$ cat src/hw/rtl/gfrc_pkg.sv
`timescale 1ns / 1ps

package gfrc_pkg;

	localparam int ENTRIES    = 28;
	localparam int AGE_BITS   = 16;
	localparam int IDX_W      = (ENTRIES > 1) ? $clog2(ENTRIES) : 1;
	localparam int HOST_FIRST = 4;
	localparam int OFF_W      = 16;
	localparam int REG_W      = 5;

	localparam int QUEUE_DEPTH = 2;
	localparam int QUEUE_PTR_W = $clog2(QUEUE_DEPTH);

	localparam logic [1:0] MODE_ACCESS  = 2'd0;
	localparam logic [1:0] MODE_FLUSH   = 2'd1;
	localparam logic [1:0] MODE_DISCARD = 2'd2;

	localparam logic [1:0] KIND_REPLY = 2'd0;
	localparam logic [1:0] KIND_LOAD  = 2'd1;
	localparam logic [1:0] KIND_STORE = 2'd2;

	typedef enum logic [1:0] {
		OP_ACCESS,
		OP_FLUSH,
		OP_DISCARD,
		OP_NOP
	} op_t;

	typedef struct packed {
		logic [1:0]       mode;
		logic [REG_W-1:0] guest_reg;
		logic             upper_half;
		logic             preload;
	} in_t;

	typedef struct packed {
		logic [1:0]              kind;
		logic [REG_W-1:0]        host_reg;
		logic signed [OFF_W-1:0] mem_offset;
		logic                    last;
	} out_t;

	// classified beat handed from front to back
	typedef struct packed {
		op_t              op;
		logic [REG_W-1:0] guest;
		logic             half;
		logic             pre;
		logic [OFF_W-1:0] load_off;
	} cmd_t;

	// base + reg*16 + half*8, wrapped
	function automatic logic [OFF_W-1:0] slot_offset(input logic [OFF_W-1:0] base,
			input logic [REG_W-1:0] reg_num, input logic half);
		return base + OFF_W'({reg_num, 4'b0000}) + OFF_W'({half, 3'b000});
	endfunction

	function automatic logic [REG_W-1:0] host_of(input logic [IDX_W-1:0] idx);
		return REG_W'(HOST_FIRST + int'(idx));
	endfunction

endpackage

$ cat src/hw/rtl/gfrc_front.sv
`timescale 1ns / 1ps

module gfrc_front (
	input  logic                      clk,
	input  logic                      arst_n,
	input  logic                      in_valid,
	output logic                      in_stall,
	input  gfrc_pkg::in_t             in_data,
	input  logic [gfrc_pkg::OFF_W-1:0] base,
	output logic                      push_valid,
	input  logic                      push_ready,
	output gfrc_pkg::cmd_t            push_data
);
	import gfrc_pkg::*;

	logic valid_s1;
	cmd_t cmd_s1;
	cmd_t decoded;
	logic load_en;

	always_comb begin
		decoded.guest    = in_data.guest_reg;
		decoded.half     = in_data.upper_half;
		decoded.pre      = in_data.preload;
		decoded.load_off = slot_offset(base, in_data.guest_reg, in_data.upper_half);
		unique case (in_data.mode)
			MODE_ACCESS:  decoded.op = OP_ACCESS;
			MODE_FLUSH:   decoded.op = OP_FLUSH;
			MODE_DISCARD: decoded.op = OP_DISCARD;
			default:      decoded.op = OP_NOP;
		endcase
	end

	assign load_en    = !valid_s1 || push_ready;
	assign in_stall   = !load_en;
	assign push_valid = valid_s1;
	assign push_data  = cmd_s1;

	always_ff @(posedge clk or negedge arst_n) begin
		if (!arst_n) begin
			valid_s1 <= 1'b0;
		end else if (load_en) begin
			valid_s1 <= in_valid;
		end
	end

	always_ff @(posedge clk) begin
		if (load_en && in_valid) begin
			cmd_s1 <= decoded;
		end
	end

endmodule

$ cat src/hw/rtl/gfrc_queue.sv
`timescale 1ns / 1ps

module gfrc_queue (
	input  logic           clk,
	input  logic           arst_n,
	input  logic           push_valid,
	output logic           push_ready,
	input  gfrc_pkg::cmd_t push_data,
	output logic           pop_valid,
	input  logic           pop_ready,
	output gfrc_pkg::cmd_t pop_data
);
	import gfrc_pkg::*;

	cmd_t                   mem_q [QUEUE_DEPTH];
	logic [QUEUE_PTR_W-1:0] wr_ptr_q;
	logic [QUEUE_PTR_W-1:0] rd_ptr_q;
	logic [QUEUE_PTR_W:0]   count_q;
	logic                   push;
	logic                   pop;

	assign push_ready = count_q != (QUEUE_PTR_W + 1)'(QUEUE_DEPTH);
	assign pop_valid  = count_q != '0;
	assign pop_data   = mem_q[rd_ptr_q];
	assign push       = push_valid && push_ready;
	assign pop        = pop_valid && pop_ready;

	always_ff @(posedge clk or negedge arst_n) begin
		if (!arst_n) begin
			wr_ptr_q <= '0;
			rd_ptr_q <= '0;
			count_q  <= '0;
		end else begin
			if (push) begin
				wr_ptr_q <= wr_ptr_q + QUEUE_PTR_W'(1);
			end
			if (pop) begin
				rd_ptr_q <= rd_ptr_q + QUEUE_PTR_W'(1);
			end
			if (push && !pop) begin
				count_q <= count_q + (QUEUE_PTR_W + 1)'(1);
			end else if (pop && !push) begin
				count_q <= count_q - (QUEUE_PTR_W + 1)'(1);
			end
		end
	end

	always_ff @(posedge clk) begin
		if (push) begin
			mem_q[wr_ptr_q] <= push_data;
		end
	end

endmodule

$ cat src/hw/rtl/gfrc_back.sv
`timescale 1ns / 1ps

module gfrc_back (
	input  logic                       clk,
	input  logic                       arst_n,
	input  logic [gfrc_pkg::OFF_W-1:0] base,
	input  logic                       q_valid,
	output logic                       q_pop,
	input  gfrc_pkg::cmd_t             q_data,
	output logic                       out_valid,
	input  logic                       out_stall,
	output gfrc_pkg::out_t             out_data
);
	import gfrc_pkg::*;

	typedef enum logic [2:0] {
		ST_IDLE,
		ST_SCAN,
		ST_STORE,
		ST_LOAD,
		ST_REPLY,
		ST_DONE,
		ST_FLUSH
	} state_t;

	localparam logic [AGE_BITS-1:0] AGE_MAX  = '1;
	localparam logic [IDX_W-1:0]    IDX_LAST = IDX_W'(ENTRIES - 1);

	state_t               state_q;
	cmd_t                 cmd_q;
	logic [IDX_W-1:0]     sel_q;
	logic [IDX_W-1:0]     idx_q;
	logic [IDX_W-1:0]     best_idx_q;
	logic [AGE_BITS-1:0]  best_age_q;
	logic                 out_valid_q;
	out_t                 out_q;

	logic                 valid_q [ENTRIES];
	logic                 away_q  [ENTRIES];
	logic [AGE_BITS-1:0]  age_q   [ENTRIES];
	logic [REG_W-1:0]     guest_q [ENTRIES];
	logic                 half_q  [ENTRIES];

	logic                 hit_found;
	logic [IDX_W-1:0]     hit_idx;
	logic                 empty_found;
	logic [IDX_W-1:0]     empty_idx;
	logic                 out_free;
	logic [IDX_W-1:0]     rd_idx;
	logic [OFF_W-1:0]     store_off;
	logic [AGE_BITS-1:0]  scan_age;
	logic                 scan_take;
	logic [IDX_W-1:0]     scan_idx;

	// parallel tag compare and free-slot search, lowest index wins
	always_comb begin
		hit_found   = 1'b0;
		hit_idx     = '0;
		empty_found = 1'b0;
		empty_idx   = '0;
		for (int i = ENTRIES - 1; i >= 0; i--) begin
			if (valid_q[i] && guest_q[i] == q_data.guest && half_q[i] == q_data.half) begin
				hit_found = 1'b1;
				hit_idx   = IDX_W'(i);
			end
			if (!valid_q[i]) begin
				empty_found = 1'b1;
				empty_idx   = IDX_W'(i);
			end
		end
	end

	// oldest-entry scan, strict compare keeps the lowest index on ties
	assign scan_age  = age_q[idx_q];
	assign scan_take = scan_age > best_age_q;
	assign scan_idx  = scan_take ? idx_q : best_idx_q;

	assign rd_idx    = (state_q == ST_FLUSH) ? idx_q : sel_q;
	assign store_off = slot_offset(base, guest_q[rd_idx], half_q[rd_idx]);

	assign out_free  = !out_valid_q || !out_stall;
	assign q_pop     = state_q == ST_IDLE;
	assign out_valid = out_valid_q;
	assign out_data  = out_q;

	always_ff @(posedge clk or negedge arst_n) begin
		if (!arst_n) begin
			state_q     <= ST_IDLE;
			cmd_q       <= '0;
			sel_q       <= '0;
			idx_q       <= '0;
			best_idx_q  <= '0;
			best_age_q  <= '0;
			out_valid_q <= 1'b0;
			out_q       <= '0;
			for (int i = 0; i < ENTRIES; i++) begin
				valid_q[i] <= 1'b0;
				away_q[i]  <= 1'b1;
				age_q[i]   <= '0;
				guest_q[i] <= '0;
				half_q[i]  <= 1'b0;
			end
		end else begin
			if (out_valid_q && !out_stall) begin
				out_valid_q <= 1'b0;
			end
			unique case (state_q)
				ST_IDLE: begin
					if (q_valid) begin
						cmd_q <= q_data;
						unique case (q_data.op)
							OP_ACCESS: begin
								for (int i = 0; i < ENTRIES; i++) begin
									if (age_q[i] != AGE_MAX) begin
										age_q[i] <= age_q[i] + AGE_BITS'(1);
									end
								end
								if (hit_found) begin
									age_q[hit_idx] <= '0;
									sel_q <= hit_idx;
									if (away_q[hit_idx] && q_data.pre) begin
										away_q[hit_idx] <= 1'b0;
										state_q <= ST_LOAD;
									end else begin
										state_q <= ST_REPLY;
									end
								end else if (empty_found) begin
									valid_q[empty_idx] <= 1'b1;
									guest_q[empty_idx] <= q_data.guest;
									half_q[empty_idx]  <= q_data.half;
									age_q[empty_idx]   <= '0;
									away_q[empty_idx]  <= !q_data.pre;
									sel_q <= empty_idx;
									state_q <= q_data.pre ? ST_LOAD : ST_REPLY;
								end else begin
									idx_q      <= '0;
									best_idx_q <= '0;
									best_age_q <= '0;
									state_q    <= ST_SCAN;
								end
							end
							OP_FLUSH: begin
								idx_q   <= '0;
								state_q <= ST_FLUSH;
							end
							OP_DISCARD: begin
								for (int i = 0; i < ENTRIES; i++) begin
									valid_q[i] <= 1'b0;
									age_q[i]   <= '0;
								end
								state_q <= ST_DONE;
							end
							default: state_q <= ST_DONE;
						endcase
					end
				end
				ST_SCAN: begin
					if (scan_take) begin
						best_age_q <= scan_age;
					end
					best_idx_q <= scan_idx;
					idx_q      <= idx_q + IDX_W'(1);
					if (idx_q == IDX_LAST) begin
						sel_q   <= scan_idx;
						state_q <= ST_STORE;
					end
				end
				ST_STORE: begin
					if (out_free) begin
						out_valid_q         <= 1'b1;
						out_q.kind          <= KIND_STORE;
						out_q.host_reg      <= host_of(sel_q);
						out_q.mem_offset    <= store_off;
						out_q.last          <= 1'b0;
						// reuse the victim for the new mapping
						valid_q[sel_q] <= 1'b1;
						guest_q[sel_q] <= cmd_q.guest;
						half_q[sel_q]  <= cmd_q.half;
						age_q[sel_q]   <= '0;
						away_q[sel_q]  <= !cmd_q.pre;
						state_q <= cmd_q.pre ? ST_LOAD : ST_REPLY;
					end
				end
				ST_LOAD: begin
					if (out_free) begin
						out_valid_q      <= 1'b1;
						out_q.kind       <= KIND_LOAD;
						out_q.host_reg   <= host_of(sel_q);
						out_q.mem_offset <= cmd_q.load_off;
						out_q.last       <= 1'b0;
						state_q          <= ST_REPLY;
					end
				end
				ST_REPLY: begin
					if (out_free) begin
						out_valid_q      <= 1'b1;
						out_q.kind       <= KIND_REPLY;
						out_q.host_reg   <= host_of(sel_q);
						out_q.mem_offset <= '0;
						out_q.last       <= 1'b1;
						state_q          <= ST_IDLE;
					end
				end
				ST_DONE: begin
					if (out_free) begin
						out_valid_q      <= 1'b1;
						out_q.kind       <= KIND_REPLY;
						out_q.host_reg   <= '0;
						out_q.mem_offset <= '0;
						out_q.last       <= 1'b1;
						state_q          <= ST_IDLE;
					end
				end
				ST_FLUSH: begin
					// empty entries are skipped without waiting on the output
					if (!valid_q[idx_q] || out_free) begin
						if (valid_q[idx_q]) begin
							out_valid_q      <= 1'b1;
							out_q.kind       <= KIND_STORE;
							out_q.host_reg   <= host_of(idx_q);
							out_q.mem_offset <= store_off;
							out_q.last       <= 1'b0;
							valid_q[idx_q]   <= 1'b0;
							age_q[idx_q]     <= '0;
							away_q[idx_q]    <= 1'b1;
						end
						idx_q <= idx_q + IDX_W'(1);
						if (idx_q == IDX_LAST) begin
							state_q <= ST_DONE;
						end
					end
				end
				default: state_q <= ST_IDLE;
			endcase
		end
	end

endmodule

$ cat src/hw/rtl/guest_fpr_register_cache.sv
`timescale 1ns / 1ps

// Guest float-register cache: maps guest paired-single register halves onto host
// registers D4..D31 (28 entries, fully associative, oldest-first replacement with
// 16-bit saturating ages). Each access beat yields an optional eviction store, an
// optional load and a final reply naming the host register; flush emits one store
// per valid entry and a done beat, discard empties all entries and emits a done beat.
// The front registers and classifies input beats and precomputes the load offset,
// a two-deep queue decouples it from the back engine, which handles one beat at a
// time. The back engine takes a beat from the queue when idle and emits each result
// beat from its own state, held by output stall; an eviction first scans the ages of
// all 28 entries for the victim; flush walks all 28 entries, one per cycle unless a
// store waits on the stall, then its done beat. The base offset register may be
// written only while the block is idle. No clearing pass after reset.

module guest_fpr_register_cache (
	input  logic                       clk,
	input  logic                       arst_n,
	input  logic                       cfg_we,
	input  logic [gfrc_pkg::OFF_W-1:0] cfg_wdata,
	input  logic                       in_valid,
	output logic                       in_stall,
	input  gfrc_pkg::in_t              in_data,
	output logic                       out_valid,
	input  logic                       out_stall,
	output gfrc_pkg::out_t             out_data
);
	import gfrc_pkg::*;

	logic [OFF_W-1:0] base_q;
	logic             push_valid;
	logic             push_ready;
	cmd_t             push_data;
	logic             pop_valid;
	logic             pop_ready;
	cmd_t             pop_data;

	always_ff @(posedge clk or negedge arst_n) begin
		if (!arst_n) begin
			base_q <= '0;
		end else if (cfg_we) begin
			base_q <= cfg_wdata;
		end
	end

	gfrc_front u_front (
		.clk        (clk),
		.arst_n     (arst_n),
		.in_valid   (in_valid),
		.in_stall   (in_stall),
		.in_data    (in_data),
		.base       (base_q),
		.push_valid (push_valid),
		.push_ready (push_ready),
		.push_data  (push_data)
	);

	gfrc_queue u_queue (
		.clk        (clk),
		.arst_n     (arst_n),
		.push_valid (push_valid),
		.push_ready (push_ready),
		.push_data  (push_data),
		.pop_valid  (pop_valid),
		.pop_ready  (pop_ready),
		.pop_data   (pop_data)
	);

	gfrc_back u_back (
		.clk       (clk),
		.arst_n    (arst_n),
		.base      (base_q),
		.q_valid   (pop_valid),
		.q_pop     (pop_ready),
		.q_data    (pop_data),
		.out_valid (out_valid),
		.out_stall (out_stall),
		.out_data  (out_data)
	);

endmodule
$ cat config.mk
export PLATFORM = sky130hd
export DESIGN_NAME = guest_fpr_register_cache
export DESIGN_NICKNAME = d
export VERILOG_FILES = /design/src/hw/rtl/gfrc_pkg.sv /design/src/hw/rtl/gfrc_front.sv /design/src/hw/rtl/gfrc_queue.sv /design/src/hw/rtl/gfrc_back.sv /design/src/hw/rtl/guest_fpr_register_cache.sv
export SDC_FILE = /design/constraint.sdc
export NUM_CORES = 2
export LEC_CHECK = 0
export ABC_CLOCK_PERIOD_IN_PS = 11500
export BUFFER_PORTS_ARGS = -buffer_cell sky130_fd_sc_hd__buf_2
export CORE_UTILIZATION = 55
export CTS_CLUSTER_DIAMETER = 100
export DETAILED_ROUTE_END_ITERATION = 6
export GPL_TIMING_DRIVEN = 0
export PLACE_DENSITY = 0.72
export SLEW_MARGIN = 5
export SYNTH_ARGS = -nofsm -noshare
export SYNTH_HDL_FRONTEND = slang
export SYNTH_HIERARCHICAL = 1
export SYNTH_SLANG_ARGS = --single-unit
$ cat constraint.sdc
create_clock -name clk -period 11.5 [get_ports clk]
set_input_delay 1.725 -clock clk [delete_from_list [all_inputs] [get_ports clk]]
set_output_delay 1.725 -clock clk [all_outputs]
set_load 0.02 [all_outputs]
==> metrics <==
required time of the critical path 12.04 ns; largest cells by area after synthesis dfrtp_1, o21ai_0, mux4_2; clk_skew 0.03520 ns; first-pass GRT wire length 331.3 mm; Critical Path End Type flip-flop; Placement Rows 114; Placed Instances 7,365; critical path class flip-flop to flip-flop; Worst-Margin Slew 1.573 ns; setup TNS 0 ns; largest net degree at the start of global routing 112; Final HPWL DP 170.8 mm; share of post-route cells with drive strength above 1 0.1075; Max Freq 110.2 MHz; top-area cell type share of the netlist area 0.3460; fin worst setup slack 2.424 ns; H-tree Lvls 3; height of the die 315.4 um; startpoint types flip-flop; RSZ-0062 raised after global routing false; register area share after synthesis 0.4013; antenna violations before repair 3; Total Routing Usage GR 0.4499; post-CTS setup buffers 0; Num CTS Buffers 95; via count 53,780; critical-path maximum fanout 10; final wirelength 226.5 mm; area leader, netlist dfrtp_1; Yosys cell types 104; DRC viols 9; clock transition at the registers of the reported paths 0.06 ns; Cells after Synth 6,028; Worst EP arrival 9.62 ns; dpl ws 2.714 ns; ANT nets after route 0; Wirelength per Cell 30.02 um; CTS tree done; die area 99,480 sq um; fin crit period 9.076 ns; failing checks design-rule violations, max-capacitance violations, max-slew violations; commonest cells after routing, fill and taps aside o21ai_0, nand2_1, dfrtp_1, nor2_1, clkbuf_1; Final Max Slew Viols 35; clk root buf clkbuf_16; Hold/Removal Path Class flip-flop to flip-flop; Clock Sinks 850; maximum VDD drop 276.2 uV; First-pass DRT Iterations 7; leading cell type in the layout, fill and taps excluded o21ai_0; Placed Area 56,160 sq um; ys flop type dfrtp_1; Worst-Skew Late Latency 0.72 ns; syn_nets 6,124; final hold vios 0; vias in the first global route 50,250; Power Density 293.1 nW/um^2; io pins 56; Post-Layout Cell Count 7,545; leakage power 23.30 nW; RD Place Congestion 1.076; P&R area growth vs syn 9.855%; Async SR Flop Fraction 0.9118; vias per std cell 7.128; GRT overflow 0; Post-synth EDFFs 75; status finished with violations; period utilization 0.7892; DIE WIDTH 315.4 um; total core area 96,990 sq um; Max clock buf depth 3; post-cts hold buffer count 0; max-cap violations 6; syn avg cell area 8.962 sq um; Post-CTS Resized 0; final instance area 59,350 sq um; number of DRC markers in iteration 0 7,940; Synth Warn # 6; fin nets 6,283; Pwr Total 17.40 mW; buffers added on ports 52; #FFs+latches synth 850; Final setup violation count 0; post-synth design cell area 54,020 sq um; Initial Util 0.5570; Slew Limit Headroom -0.05656
==> sequential cells by signal, summed over array words and instances (netlist names) <==
register and cells:
u_back/idx_q 5, u_back/out_data 24, u_back/guest_q 140, u_front/push_data 25
u_back/best_idx_q 5, u_queue/mem_q 50, u_back/sel_q 5, base_q 16
u_back/half_q 28, u_back/state_q 3, u_back/best_age_q 16, u_front/push_valid 1
u_back/out_valid 1, u_back/away_q 28, u_back/valid_q 28, u_queue/count_q 2
u_back/cmd_q 23, u_back/age_q 448, u_queue/wr_ptr_q 1, u_queue/rd_ptr_q 1
==> Yosys cell counts, types with 64 or more instances <==
| library cell | instances |
|---|---|
| clkbuf_1 | 274 |
| inv_1 | 87 |
| a21oi_1 | 257 |
| edfxtp_1 | 75 |
| dfrtp_1 | 747 |
| a31oi_1 | 136 |
| and3_1 | 134 |
| mux4_2 | 162 |
| nor2_1 | 432 |
| o31ai_1 | 86 |
| ha_1 | 64 |
| a22oi_1 | 219 |
| nand3_1 | 161 |
| o21ai_1 | 107 |
| xnor2_1 | 102 |
| xor2_1 | 91 |
| nand2_1 | 813 |
| nand4_1 | 164 |
| nor3_1 | 65 |
| o21ai_0 | 894 |
==> routing by layer <==
layer,track usage,vias up,routed length [um]
li1,-,22930,-
met1,0.5756,26210,83200
met2,0.6678,3743,97730
met3,0.1058,892,25800
met4,0.3325,4,19750
met5,0,-,29
==> power breakdown <==
group	switching, mW	internal [mW]	leakage (nW)
clock	1.35	1.78	1.55
combinational	7.06	2.87	10.7
sequential	0.687	3.65	11.0
total	9.09	8.31	23.3
==> kinds of logic after synthesis <==
group	after synthesis	share of synthesized area
AOI/OAI and AO/OA	2087	0.2385
xor gates and xnor gates	193	0.03129
adders and majority gates	66	0.01556
buffers and inverters	474	0.03784
DFF	850	0.4013
muxes	284	0.09403
and+or+nand+nor	2074	0.1814
==> final cells by class <==
class                           count  area, sq um
Sequential cell                   850        21680
Timing Repair Buffer               62        489.2
Buffer                            383         1708
Tap cell                         1276         1597
Clock inverter                     45        437.9
Multi-Input combinational cell   4704        30360
Clock buffer                      133         2731
Fill cell                        8340        37650
Inverter                           91        341.6
Antenna cell                        1        2.502
==> worst max-delay path, cell delays in order, from the launching register on <==
cell,delay [ns]
dfrtp_1,0.38
buf_2,0.35
buf_1,1.08
buf_1,0.79
buf_1,0.96
mux4_2,0.66
mux2i_1,0.48
o221ai_1,0.26
ha_1,0.34
nor2b_1,0.13
o21a_1,0.17
o21a_1,0.16
o21a_1,0.16
o21a_1,0.16
o21ai_0,0.15
a21oi_1,0.10
o31a_1,0.24
o32ai_1,0.46
nor2_1,0.08
o21ai_1,1.03
clkbuf_1,0.56
o21ai_0,0.20
==> final timing paths <==
| path | startpoint | cells after the start | slack [ns] | endpoint |
|---|---|---|---|---|
| max reg2reg | u_back/idx_q[0] | 21 | 2.42 | u_back/best_age_q[4] |
| min | u_front/push_data[14] | 0 | 0.45 | u_queue/mem_q[1][14] |
| max | u_back/idx_q[0] | 21 | 2.42 | u_back/best_age_q[4] |
| min in group asynchronous | arst_n | 1 | 1.04 | u_back/age_q[311] |
| min reg2reg | u_front/push_data[14] | 0 | 0.45 | u_queue/mem_q[1][14] |
| max in group asynchronous | arst_n | 5 | 7.95 | u_back/guest_q[70] |
==> metrics by stage <==
step / util / hold WS, ns
final: 0.6119 / 0.4469
after global routing: 0.6118 / 0.4597
after CTS: 0.6117 / 0.4457
after detailed placement: 0.5790 / 0.4290
after global placement: 0.5761 / 0.4215
after floorplan: - / 0.4215
(Power assumes the default switching activity.)
